## src/ctt_pkg.sv

```systemverilog
// Shared types, codes and helpers of the config text tokenizer.
// No dependencies; every other file of the block refers to it by scoped names.
`timescale 1ns / 1ps

package ctt_pkg;

	localparam int PosBits  = 16;
	localparam int FieldPos = 16;
	localparam logic [PosBits-1:0] PosMax = {PosBits{1'b1}};

	typedef enum logic [2:0] {
		KIND_EOF    = 3'd0,
		KIND_STRING = 3'd1,
		KIND_IDENT  = 3'd2,
		KIND_LBRACE = 3'd3,
		KIND_RBRACE = 3'd4,
		KIND_EQUAL  = 3'd5,
		KIND_COLON  = 3'd6,
		KIND_SEMI   = 3'd7
	} kind_t;

	typedef enum logic [1:0] {
		ERR_NONE       = 2'd0,
		ERR_UNTERM     = 2'd1,
		ERR_BAD_ESCAPE = 2'd2,
		ERR_BAD_BYTE   = 2'd3
	} err_t;

	typedef struct packed {
		logic [7:0] text_byte;
		logic       end_of_input;
	} in_item_t;

	typedef struct packed {
		kind_t                token_kind;
		logic                 token_start;
		logic                 token_end;
		logic                 has_char;
		logic [7:0]           char_value;
		logic [FieldPos-1:0]  start_line;
		logic [FieldPos-1:0]  start_column;
		err_t                 error_code;
		logic                 last_of_item;
	} out_item_t;

	// Byte class worked out by the front part.
	typedef struct packed {
		logic       bad;
		logic       space;
		logic       newline;
		logic       hash;
		logic       squote;
		logic       dquote;
		logic       bslash;
		logic       is_mark;
		kind_t      mark_kind;
		logic       esc_known;
		logic       esc_dollar;
		logic [7:0] esc_value;
	} byte_class_t;

	// One queue word: byte, end flag, class and event position.
	typedef struct packed {
		logic [7:0]         text_byte;
		logic               end_of_input;
		byte_class_t        cls;
		logic [PosBits-1:0] line;
		logic [PosBits-1:0] column;
	} entry_t;

	function automatic logic [PosBits-1:0] pos_inc(input logic [PosBits-1:0] v);
		pos_inc = (v == PosMax) ? PosMax : v + PosBits'(1);
	endfunction

	function automatic logic [FieldPos-1:0] pos_field(input logic [PosBits-1:0] v);
		pos_field = FieldPos'(v);
	endfunction

endpackage

```

## src/config_text_tokenizer_unit.sv

```systemverilog
// Top level of the config text tokenizer: front, queue and back parts.
// Depends on ctt_pkg, ctt_front, ctt_fifo and ctt_back.
//
//   channel  | handshake           | payload
//   ---------+---------------------+------------------------------------
//   input    | in_valid, in_ready  | in_item  (text_byte, end_of_input)
//   result   | out_valid, out_ready| out_item (token event, 9 fields)
//
// One input word per cycle while the queue is not full; an item with two results
// holds the back part until its second result leaves the one second-result slot
// for the single output register. Words pass the queue, then the output register.
// The four-word queue lets the input side run on while the result side stalls;
// in_ready drops only when the queue is full.
// Reset clears position (line 1, column 0), lexer mode and all valid flags.
`timescale 1ns / 1ps

module config_text_tokenizer_unit (
	input  logic               clk,
	input  logic               arst_n,
	input  logic               in_valid,
	output logic               in_ready,
	input  ctt_pkg::in_item_t  in_item,
	output logic               out_valid,
	input  logic               out_ready,
	output ctt_pkg::out_item_t out_item
);

	ctt_pkg::entry_t entry;
	ctt_pkg::entry_t head_word;
	logic            accept;
	logic            full;
	logic            head_valid;
	logic            pop;

	assign in_ready = !full;
	assign accept   = in_valid && in_ready;

	ctt_front u_front (
		.clk    (clk),
		.arst_n (arst_n),
		.accept (accept),
		.item   (in_item),
		.entry  (entry)
	);

	ctt_fifo u_fifo (
		.clk        (clk),
		.arst_n     (arst_n),
		.push       (accept),
		.push_word  (entry),
		.full       (full),
		.pop        (pop),
		.head_valid (head_valid),
		.head_word  (head_word)
	);

	ctt_back u_back (
		.clk        (clk),
		.arst_n     (arst_n),
		.head_valid (head_valid),
		.head_word  (head_word),
		.pop        (pop),
		.out_valid  (out_valid),
		.out_ready  (out_ready),
		.out_item   (out_item)
	);

endmodule

```

## src/ctt_front.sv

```systemverilog
// Front part: tracks line and column and classifies each byte.
// Depends on ctt_pkg; feeds ctt_fifo with one entry_t word per item.
`timescale 1ns / 1ps

module ctt_front (
	input  logic              clk,
	input  logic              arst_n,
	input  logic              accept,
	input  ctt_pkg::in_item_t item,
	output ctt_pkg::entry_t   entry
);

	logic [ctt_pkg::PosBits-1:0] line_q;
	logic [ctt_pkg::PosBits-1:0] col_q;
	logic [ctt_pkg::PosBits-1:0] line_d;
	logic [ctt_pkg::PosBits-1:0] col_d;
	logic [7:0]                  c;
	ctt_pkg::byte_class_t        cls;

	assign c = item.text_byte;

	always_comb begin
		if (item.end_of_input) begin
			line_d = line_q;
			col_d  = ctt_pkg::pos_inc(col_q);
		end else if (c == 8'h0A) begin
			line_d = ctt_pkg::pos_inc(line_q);
			col_d  = '0;
		end else begin
			line_d = line_q;
			col_d  = ctt_pkg::pos_inc(col_q);
		end
	end

	always_comb begin
		cls            = '0;
		cls.bad        = (c == 8'h00) || c[7];
		cls.newline    = (c == 8'h0A);
		cls.space      = (c == 8'h20) || (c == 8'h09) || (c == 8'h0A) ||
		                 (c == 8'h0B) || (c == 8'h0D);
		cls.hash       = (c == 8'h23);
		cls.squote     = (c == 8'h27);
		cls.dquote     = (c == 8'h22);
		cls.bslash     = (c == 8'h5C);
		cls.mark_kind  = ctt_pkg::KIND_EOF;
		case (c)
			8'h7B:   cls.mark_kind = ctt_pkg::KIND_LBRACE;
			8'h7D:   cls.mark_kind = ctt_pkg::KIND_RBRACE;
			8'h3D:   cls.mark_kind = ctt_pkg::KIND_EQUAL;
			8'h3A:   cls.mark_kind = ctt_pkg::KIND_COLON;
			8'h3B:   cls.mark_kind = ctt_pkg::KIND_SEMI;
			default: cls.mark_kind = ctt_pkg::KIND_EOF;
		endcase
		cls.is_mark    = (cls.mark_kind != ctt_pkg::KIND_EOF);
		cls.esc_known  = 1'b1;
		cls.esc_value  = c;
		case (c)
			8'h5C, 8'h27, 8'h22: cls.esc_value = c;
			8'h30:   cls.esc_value = 8'h00;
			8'h74:   cls.esc_value = 8'h09;
			8'h76:   cls.esc_value = 8'h0B;
			8'h72:   cls.esc_value = 8'h0D;
			8'h6E:   cls.esc_value = 8'h0A;
			default: cls.esc_known = 1'b0;
		endcase
		cls.esc_dollar = (c == 8'h24);
	end

	assign entry.text_byte    = c;
	assign entry.end_of_input = item.end_of_input;
	assign entry.cls          = cls;
	assign entry.line         = line_d;
	assign entry.column       = col_d;

	// End mark reports the bumped column, then restarts at line 1, column 0.
	always_ff @(posedge clk or negedge arst_n) begin
		if (!arst_n) begin
			line_q <= ctt_pkg::PosBits'(1);
			col_q  <= '0;
		end else if (accept) begin
			if (item.end_of_input) begin
				line_q <= ctt_pkg::PosBits'(1);
				col_q  <= '0;
			end else begin
				line_q <= line_d;
				col_q  <= col_d;
			end
		end
	end

endmodule

```

## src/ctt_fifo.sv

```systemverilog
// Four-word queue between the front and back parts.
// Depends on ctt_pkg for the entry_t word type.
`timescale 1ns / 1ps

module ctt_fifo (
	input  logic            clk,
	input  logic            arst_n,
	input  logic            push,
	input  ctt_pkg::entry_t push_word,
	output logic            full,
	input  logic            pop,
	output logic            head_valid,
	output ctt_pkg::entry_t head_word
);

	ctt_pkg::entry_t mem_q [4];
	logic [1:0]      wr_ptr_q;
	logic [1:0]      rd_ptr_q;
	logic [2:0]      count_q;

	assign full       = (count_q == 3'd4);
	assign head_valid = (count_q != 3'd0);
	assign head_word  = mem_q[rd_ptr_q];

	always_ff @(posedge clk) begin
		if (push) begin
			mem_q[wr_ptr_q] <= push_word;
		end
	end

	always_ff @(posedge clk or negedge arst_n) begin
		if (!arst_n) begin
			wr_ptr_q <= '0;
			rd_ptr_q <= '0;
			count_q  <= '0;
		end else begin
			if (push) begin
				wr_ptr_q <= wr_ptr_q + 2'd1;
			end
			if (pop) begin
				rd_ptr_q <= rd_ptr_q + 2'd1;
			end
			case ({push, pop})
				2'b10:   count_q <= count_q + 3'd1;
				2'b01:   count_q <= count_q - 3'd1;
				default: count_q <= count_q;
			endcase
		end
	end

endmodule

```

## src/ctt_back.sv

```systemverilog
// Back part: lexer state machine, result generation and output staging.
// Depends on ctt_pkg; takes words from ctt_fifo and drives the result channel.
`timescale 1ns / 1ps

module ctt_back (
	input  logic               clk,
	input  logic               arst_n,
	input  logic               head_valid,
	input  ctt_pkg::entry_t    head_word,
	output logic               pop,
	output logic               out_valid,
	input  logic               out_ready,
	output ctt_pkg::out_item_t out_item
);

	typedef enum logic [7:0] {
		M_BETWEEN = 8'b0000_0001,
		M_COMMENT = 8'b0000_0010,
		M_STR_S   = 8'b0000_0100,
		M_ESC_S   = 8'b0000_1000,
		M_STR_D   = 8'b0001_0000,
		M_ESC_D   = 8'b0010_0000,
		M_IDENT   = 8'b0100_0000,
		M_ERROR   = 8'b1000_0000
	} mode_t;

	mode_t                       mode_q;
	mode_t                       mode_d;
	logic [ctt_pkg::PosBits-1:0] tok_line_q;
	logic [ctt_pkg::PosBits-1:0] tok_col_q;
	logic [ctt_pkg::PosBits-1:0] tok_line_d;
	logic [ctt_pkg::PosBits-1:0] tok_col_d;
	logic                        out_valid_q;
	ctt_pkg::out_item_t          out_q;
	logic                        pend_q;
	ctt_pkg::out_item_t          pend_item_q;

	ctt_pkg::byte_class_t cls;
	logic [7:0]           c;
	logic [15:0]          ev_line;
	logic [15:0]          ev_col;
	logic [15:0]          tk_line;
	logic [15:0]          tk_col;

	// start-of-token decode
	ctt_pkg::out_item_t st_res;
	logic               st_emit;
	logic               st_tok;
	mode_t              st_mode;

	ctt_pkg::out_item_t r0;
	ctt_pkg::out_item_t r1;
	logic [1:0]         n;

	assign cls     = head_word.cls;
	assign c       = head_word.text_byte;
	assign ev_line = ctt_pkg::pos_field(head_word.line);
	assign ev_col  = ctt_pkg::pos_field(head_word.column);
	assign tk_line = ctt_pkg::pos_field(tok_line_q);
	assign tk_col  = ctt_pkg::pos_field(tok_col_q);

	always_comb begin
		st_res              = '0;
		st_res.start_line   = ev_line;
		st_res.start_column = ev_col;
		st_res.token_start  = 1'b1;
		st_emit             = 1'b0;
		st_tok              = 1'b0;
		st_mode             = M_BETWEEN;
		if (cls.space) begin
			st_mode = M_BETWEEN;
		end else if (cls.hash) begin
			st_mode = M_COMMENT;
		end else if (cls.squote || cls.dquote) begin
			st_emit           = 1'b1;
			st_tok            = 1'b1;
			st_mode           = cls.squote ? M_STR_S : M_STR_D;
			st_res.token_kind = ctt_pkg::KIND_STRING;
		end else if (cls.is_mark) begin
			st_emit           = 1'b1;
			st_tok            = 1'b1;
			st_res.token_kind = cls.mark_kind;
			st_res.token_end  = 1'b1;
		end else begin
			st_emit           = 1'b1;
			st_tok            = 1'b1;
			st_mode           = M_IDENT;
			st_res.token_kind = ctt_pkg::KIND_IDENT;
			st_res.has_char   = 1'b1;
			st_res.char_value = c;
		end
	end

	always_comb begin
		r0         = '0;
		r1         = '0;
		n          = 2'd0;
		mode_d     = mode_q;
		tok_line_d = tok_line_q;
		tok_col_d  = tok_col_q;
		if (head_word.end_of_input) begin
			r1.token_start  = 1'b1;
			r1.token_end    = 1'b1;
			r1.start_line   = ev_line;
			r1.start_column = ev_col;
			if (mode_q == M_IDENT) begin
				r0.token_kind   = ctt_pkg::KIND_IDENT;
				r0.token_end    = 1'b1;
				r0.start_line   = tk_line;
				r0.start_column = tk_col;
				n               = 2'd2;
			end else if (mode_q == M_STR_S || mode_q == M_ESC_S ||
			             mode_q == M_STR_D || mode_q == M_ESC_D) begin
				r0.error_code   = ctt_pkg::ERR_UNTERM;
				r0.start_line   = ev_line;
				r0.start_column = ev_col;
				n               = 2'd2;
			end else begin
				r0 = r1;
				n  = 2'd1;
			end
			mode_d     = M_BETWEEN;
			tok_line_d = '0;
			tok_col_d  = '0;
		end else if (mode_q == M_ERROR) begin
			n = 2'd0;
		end else if (cls.bad) begin
			r0.error_code   = ctt_pkg::ERR_BAD_BYTE;
			r0.start_line   = ev_line;
			r0.start_column = ev_col;
			n               = 2'd1;
			mode_d          = M_ERROR;
		end else begin
			r0.start_line   = tk_line;
			r0.start_column = tk_col;
			case (mode_q)
				M_COMMENT: begin
					if (cls.newline) begin
						mode_d = M_BETWEEN;
					end
				end
				M_IDENT: begin
					r0.token_kind = ctt_pkg::KIND_IDENT;
					if (!cls.space && !cls.is_mark) begin
						r0.has_char   = 1'b1;
						r0.char_value = c;
						n             = 2'd1;
					end else begin
						// close the identifier, then treat the byte as fresh
						r0.token_end = 1'b1;
						r1           = st_res;
						n            = st_emit ? 2'd2 : 2'd1;
						mode_d       = st_mode;
					end
				end
				M_STR_S, M_STR_D: begin
					if ((mode_q == M_STR_S) ? cls.squote : cls.dquote) begin
						r0.token_kind = ctt_pkg::KIND_STRING;
						r0.token_end  = 1'b1;
						n             = 2'd1;
						mode_d        = M_BETWEEN;
					end else if (cls.newline) begin
						r0.error_code   = ctt_pkg::ERR_UNTERM;
						r0.start_line   = ev_line;
						r0.start_column = ev_col;
						n               = 2'd1;
						mode_d          = M_ERROR;
					end else if (cls.bslash) begin
						mode_d = (mode_q == M_STR_S) ? M_ESC_S : M_ESC_D;
					end else begin
						r0.token_kind = ctt_pkg::KIND_STRING;
						r0.has_char   = 1'b1;
						r0.char_value = c;
						n             = 2'd1;
					end
				end
				M_ESC_S, M_ESC_D: begin
					n = 2'd1;
					if (cls.esc_known || (cls.esc_dollar && mode_q == M_ESC_D)) begin
						r0.token_kind = ctt_pkg::KIND_STRING;
						r0.has_char   = 1'b1;
						r0.char_value = cls.esc_known ? cls.esc_value : c;
						mode_d        = (mode_q == M_ESC_S) ? M_STR_S : M_STR_D;
					end else begin
						r0.error_code   = ctt_pkg::ERR_BAD_ESCAPE;
						r0.start_line   = ev_line;
						r0.start_column = ev_col;
						mode_d          = M_ERROR;
					end
				end
				default: begin
					r0     = st_res;
					n      = st_emit ? 2'd1 : 2'd0;
					mode_d = st_mode;
				end
			endcase
			if (st_tok && (mode_q == M_BETWEEN ||
			               (mode_q == M_IDENT && (cls.space || cls.is_mark)))) begin
				tok_line_d = head_word.line;
				tok_col_d  = head_word.column;
			end
		end
		r0.last_of_item = (n == 2'd1);
		r1.last_of_item = 1'b1;
	end

	// Take a word only when the output slot frees up and no second result waits.
	assign pop       = head_valid && !pend_q && (!out_valid_q || out_ready);
	assign out_valid = out_valid_q;
	assign out_item  = out_q;

	always_ff @(posedge clk or negedge arst_n) begin
		if (!arst_n) begin
			mode_q     <= M_BETWEEN;
			tok_line_q <= '0;
			tok_col_q  <= '0;
		end else if (pop) begin
			mode_q     <= mode_d;
			tok_line_q <= tok_line_d;
			tok_col_q  <= tok_col_d;
		end
	end

	always_ff @(posedge clk or negedge arst_n) begin
		if (!arst_n) begin
			out_valid_q <= 1'b0;
			pend_q      <= 1'b0;
		end else if (pend_q && (!out_valid_q || out_ready)) begin
			out_valid_q <= 1'b1;
			pend_q      <= 1'b0;
		end else if (pop) begin
			out_valid_q <= (n != 2'd0);
			pend_q      <= (n == 2'd2);
		end else if (out_ready) begin
			out_valid_q <= 1'b0;
		end
	end

	always_ff @(posedge clk) begin
		if (pend_q && (!out_valid_q || out_ready)) begin
			out_q <= pend_item_q;
		end else if (pop) begin
			out_q       <= r0;
			pend_item_q <= r1;
		end
	end

	a_pend_has_out: assert property (@(posedge clk) disable iff (!arst_n)
		pend_q |-> out_valid_q)
		else $error("second result waiting with empty output slot");

	a_pend_not_last: assert property (@(posedge clk) disable iff (!arst_n)
		pend_q |-> !out_q.last_of_item)
		else $error("first of a result pair flagged as last");

	a_error_silent: assert property (@(posedge clk) disable iff (!arst_n)
		(pop && mode_q == M_ERROR && !head_word.end_of_input) |=> !out_valid_q)
		else $error("byte after an error produced a result");

	a_error_fields_clear: assert property (@(posedge clk) disable iff (!arst_n)
		(out_valid_q && out_q.error_code != ctt_pkg::ERR_NONE) |->
		(out_q.token_kind == ctt_pkg::KIND_EOF && !out_q.token_start &&
		 !out_q.token_end && !out_q.has_char))
		else $error("error result carries token fields");

endmodule

```

## config.mk

```make
export PLATFORM = sky130hd
export DESIGN_NAME = config_text_tokenizer_unit
export DESIGN_NICKNAME = d
export VERILOG_FILES = /design/src/ctt_pkg.sv /design/src/config_text_tokenizer_unit.sv /design/src/ctt_front.sv /design/src/ctt_fifo.sv /design/src/ctt_back.sv
export SDC_FILE = /design/constraint.sdc
export NUM_CORES = 1
export LEC_CHECK = 0
export BUFFER_PORTS_ARGS = -buffer_cell sky130_fd_sc_hd__clkbuf_2
export CELL_PAD_IN_SITES_DETAIL_PLACEMENT = 1
export CELL_PAD_IN_SITES_GLOBAL_PLACEMENT = 2
export CORE_UTILIZATION = 42
export CTS_BUF_LIST = sky130_fd_sc_hd__clkbuf_2 sky130_fd_sc_hd__clkbuf_4 sky130_fd_sc_hd__clkbuf_8
export DETAILED_ROUTE_END_ITERATION = 8
export PLACE_DENSITY = 0.74
export SYNTH_ARGS = -nofsm -noshare
export SYNTH_HDL_FRONTEND = slang
export SYNTH_HIERARCHICAL = 1
export SYNTH_SLANG_ARGS = --single-unit
```

## constraint.sdc

```tcl
create_clock -name clk -period 4 [get_ports clk]
set_input_delay 0 -clock clk [delete_from_list [all_inputs] [get_ports clk]]
set_output_delay 0 -clock clk [all_outputs]
set_load 0.01 [all_outputs]
```

* Word-level counts from Yosys, hierarchy flattened *
Memory sizes are Yosys's and may differ from the RTL's.
Cells that the tools add are included.

operators by class
  add/subtract/negate cells = 6
  equality and inequality tests = 40
  muxes and demuxes = 106
  bitwise logic cells = 2
  reduce and logical (&&, ||, !) cells = 45

operators by type and width
  kind                   number
  $mux 16                16
  $mux 49                4
  $mux 46                4
  $mux 8                 13
  $mux 34                3
  $pmux 34 s3            1
  $eq 8x6->1 const B     10
  $eq 8x7->1 const B     8
  $mux 32                2
  $mux 9                 6
  $mux 43                1
  $eq 8x4->1 const B     5
  $pmux 8 s5             1
  $pmux 9 s4             1
  $add 16x1->16 const B  2
  $eq 16x16->1 const B   2
  $pmux 8 s4             1
  $mux 10                3
  $mux 1                 23
  $mux 2                 10
  $mux 3                 6
  $pmux 3 s5             1
  $mux 14                1
  $logic_or 1x1->1       13
  38 further kinds       62

word-level totals
  register bits = 178
  bits in writable memories = 248
  input bits = 13
  output and inout bits = 51
  word-level logic and storage cells = 227
  memories = 1

memories
  name          words  width  rd ports  clocked after Yosys merged registers in  write ports  line            source
  u_fifo.mem_q  4      62     1         0                                        1            ctt_fifo.sv:16  ctt_pkg::entry_t mem_q [4];

* Logic depth before layout (Yosys ltp) *
An unclocked memory read counts as a cell.

  depth after elaboration = 12
  mapped depth = 11

* Modules after synthesis *
Netlist, hierarchy kept.

modules (own cells, without submodules)
  module                      times used  cells an instance  area each (µm²)
  ctt_fifo                    1           360                9,421.5
  ctt_back                    1           666                7,239.4
  ctt_front                   1           400                2,932.8
  config_text_tokenizer_unit  1           2                  10.0

* Least setup slack after synthesis *
OpenSTA, ideal clock, no wires.

  kind = register -> register
  from = reg u_back.out_valid_q, in the netlist u_back/out_valid
  to = reg u_back/pend_item_q[10] (netlist name) (enable)
  setup time = 0.516 ns
  arrival = 3.995 ns
  path slack = -0.511 ns
  stages on the path, launching flop included = 3
  buffers on the path = 0
  path through = dfrtp_1 -> nor2b_1 -> nor3b_1

on the way
  cells in the longest elaborated chain, start to end = 5
  elaborated cells between the ends (all ways) = 6
  those cells by class = bitwise (1); reduce/logical (5)

ends and longest elaborated chain
  item                                   line                              source
  start, declared                        ctt_back.sv:33                    logic out_valid_q;
  start signal, assigned                 ctt_back.sv:232                   out_valid_q <= (n != 2'd0);
  $logic_not 1->1 (*)                    ctt_back.sv:208, ctt_back.sv:240
  $logic_or 1x1->1 (*)                   ctt_back.sv:208, ctt_back.sv:240
  $logic_and 1x1->1                      ctt_back.sv:240                   if (pend_q && (!out_valid_q || out_ready)) begin
  $not 1->1 (no source line)             -
  $reduce_and 2->1 (no source line) (*)  -
  end signal, assigned                   ctt_back.sv:244                   pend_item_q <= r1;
  end, declared                          ctt_back.sv:36                    ctt_pkg::out_item_t pend_item_q;

Every way passes the cells marked *; elsewhere a longest branch is shown, timed or not.
A chain may end at the register's enable or synchronous reset.

==> results.toml <==
[die]
dieWidth_um = 218
ioPinCount = 64
dieHeight_um = 218
rows = 78
die-area_um2 = 47500
core_um2 = 45700
initial_utilization_pct = 42.9

[sta]
max_freq_ghz = 0.319
final_hold_viol_count = 0
post-route-period-util_pct = 78.3
slew_headroom_pct = 17.9
tightest_slew_ns = 1.20
setup_viol = 0
setup_slack_ns = 0.870
final.setup.tns_ns = 0
rsz0062_at_grt = "false"
clock_skew_ns = 0.0237
drv_slew = 0
whs_ns = 0.0250
period_minus_slack_ns = 3.13

[logic_synthesis]
synth-seq-area-share_pct = 62.9
async_reset_ff_share_pct = 19.1
synth_edf_count = 343
syn_inst = 1428
synth_flop_cell = "edfxtp_1"
syn_area_per_cell_um2 = 13.7
synth.distinct_cells = 82
yosys_warnings = 6
syn-cell-area_um2 = 19600
ys_ff_latch = 424

[clocking]
cts_root_buf = "clkbuf_8"
clk_pin_slew_ns = 0.06
cts_resized = 0
numClockSinks = 424
ctsLongestPathBuffers = 3
postCtsHoldBufs = 11
numCtsBuffers = 72
tritoncts = "built"
post_cts_buffers = 0
htreeDepth = 3
clkLatencyLatePin_ns = 0.63

[placement]
dpl_cell_area_um2 = 20500
dp_hpwl_um = 30500
dp_worst_setup_slack_ns = 0.835
portBuffers = 63
gp_congestion = 0.830
place_inst = 2028

[route]
drc = 0
via_per_inst = 5.69
vias = 12400
dr.first_iter.drc_count = 787
drtPass1Iterations = 5
avgRoutedWirePerCell_um = 22.3
wirelength_um = 48500
ant_nets = 0

[worst_setup_path]
r2r_slack_ns = 0.87
worstPathArrival_ns = 3.57
cp_top_family = "simple AND/OR/NAND/NOR gates"
path_depth = 6
crit_required_ns = 4.44
rr_worst_depth = 6
reg2reg_from = "u_fifo/rd_ptr_q[0]$_DFFE_PN0P_"
path_cells = "buf_4 > mux4_2 > nor2_1 > and2_1 > nand2_1 > o31ai_1"
r2r-end = "u_back/out_item[35]$_DFFE_PP_"
worstPathMaxFanout = 22
crit_buf_inv = 1
start_kind = "flip-flop"
crit_type = "reg -> reg"
cp-endpoint = "u_back/out_item[35]$_DFFE_PP_"
crit_start = "u_fifo/rd_ptr_q[0]$_DFFE_PN0P_"
endpoint_kind = "flip-flop"
crit_slowest_cell = "mux4_2"
slowest_delay_ns = 0.76

[pwr]
ir_drop_v = 0.000588
p_seq_share_pct = 41.1
p_per_area_nw_per_um2 = 757
p_total_mw = 16.7
p_sw_share_pct = 35.2
combPwrFrac_pct = 35.0
power_switching_mw = 5.89
p_int_mw = 10.8
leakage_nw = 8.03
clockPowerShare_pct = 23.9

[finish]
stdcell_count = 2171
drive_gt1_share_pct = 21.2
fin_nets = 1534
utilization_pct = 48.4
layout_commonest_cell = "edfxtp_1"
final_cell_mix = "343 x edfxtp_1, 125 x nand2_1, 81 x a21oi_1"
postLayoutCellArea_um2 = 22100
area_growth_pct = 12.7

[run_status]
status = "completed"

[global_route]
grt_remaining_overflow = 0
grt_max_degree = 63
antenna_found_initial = 0
track_usage_pct = 20.8
grt_pass1_vias = 12800
grt_pass1_wl_um = 75200

[job]
cap_violations = 0

[worst_hold_path]
min_from = "in_item[0]"
hp-class = "in -> reg"
## Yosys cell counts (15+ instances only)
cell	number	area (um^2)
edfxtp_1	343	10300
nand2_1	125	469
a21oi_1	81	405
dfrtp_1	79	1980
nor2_1	71	267
o21ai_0	71	355
clkbuf_1	62	233
mux4_2	58	1310
nand2b_1	42	263
and2_1	41	257
mux2i_1	38	380
nand3_1	25	125
o31ai_1	24	180
nor3b_1	21	158
a31oi_1	19	119
a2bb2oi_1	18	158
o221ai_1	18	158
buf_2	16	80.1
inv_1	16	60.1
mux2_2	16	180
nor3_1	16	80.1
nor4_1	15	93.8
## power groups by stage
stage / Clock [mW] / Sequential [mW] / Combinational, mW
floorplan: 0 / 6.87 / 4.06
global placement: 0 / 6.90 / 5.75
detailed placement: 0 / 6.97 / 5.89
CTS: 4.10 / 6.89 / 5.92
global route: 4.27 / 6.99 / 6.41
finish: 4.00 / 6.87 / 5.84
## sequential cells by signal (all words and copies together) (netlist names)
name                cells
u_fifo/mem_q          248
u_back/out_item        49
u_back/pend_item_q     46
u_back/tk_col          16
u_back/tk_line         16
u_front/col_q          16
u_front/line_q         16
u_back/mode_q           8
u_fifo/count_q          3
u_fifo/rd_ptr_q         2
u_fifo/wr_ptr_q         2
u_back/out_valid        1
u_back/pend_q           1
## layout make-up
cell class,count,area (um^2)
fillers,4632,23600
clock inverters,27,221
flip-flops and latches,424,12300
clock buffers,104,1260
diodes,1,2.50
well taps,600,751
inverters,17,63.8
repair buffers,105,736
multi-input cells,893,6720
## cells by family after synthesis
family | share of synthesized area (%)
adders and majority gates | 0.549
buffers and inverters | 3.30
muxes | 10.6
and+or+nand+nor | 11.8
xor gates and xnor gates | 0.715
other | 0.0191
DFF | 62.9
AOI/OAI and AO/OA | 10.2
## layer usage
metal,part of all wire [%],vias to the layer above,routed length [um],GRT usage [%]
met2,45,241,21600,31.4
met4,1.7,0,830,6.29
li1,-,5695,-,-
met1,50,6354,24000,30.9
met5,0,-,0,0
met3,4.1,65,1970,3.33
## worst min path at each step
stage	to	cells after the start
floorplan	u_back/mode_q[1]$_DFFE_PN0P_	0
global placement	u_back/tk_col[6]$_DFFE_PN0P_	1
detailed placement	u_back/tk_col[6]$_DFFE_PN0P_	1
CTS	u_front/line_q[1]$_DFFE_PN0P_	2
global route	u_front/line_q[1]$_DFFE_PN0P_	2
finish	u_front/line_q[1]$_DFFE_PN0P_	2
Power figures use the tool's default switching activity.
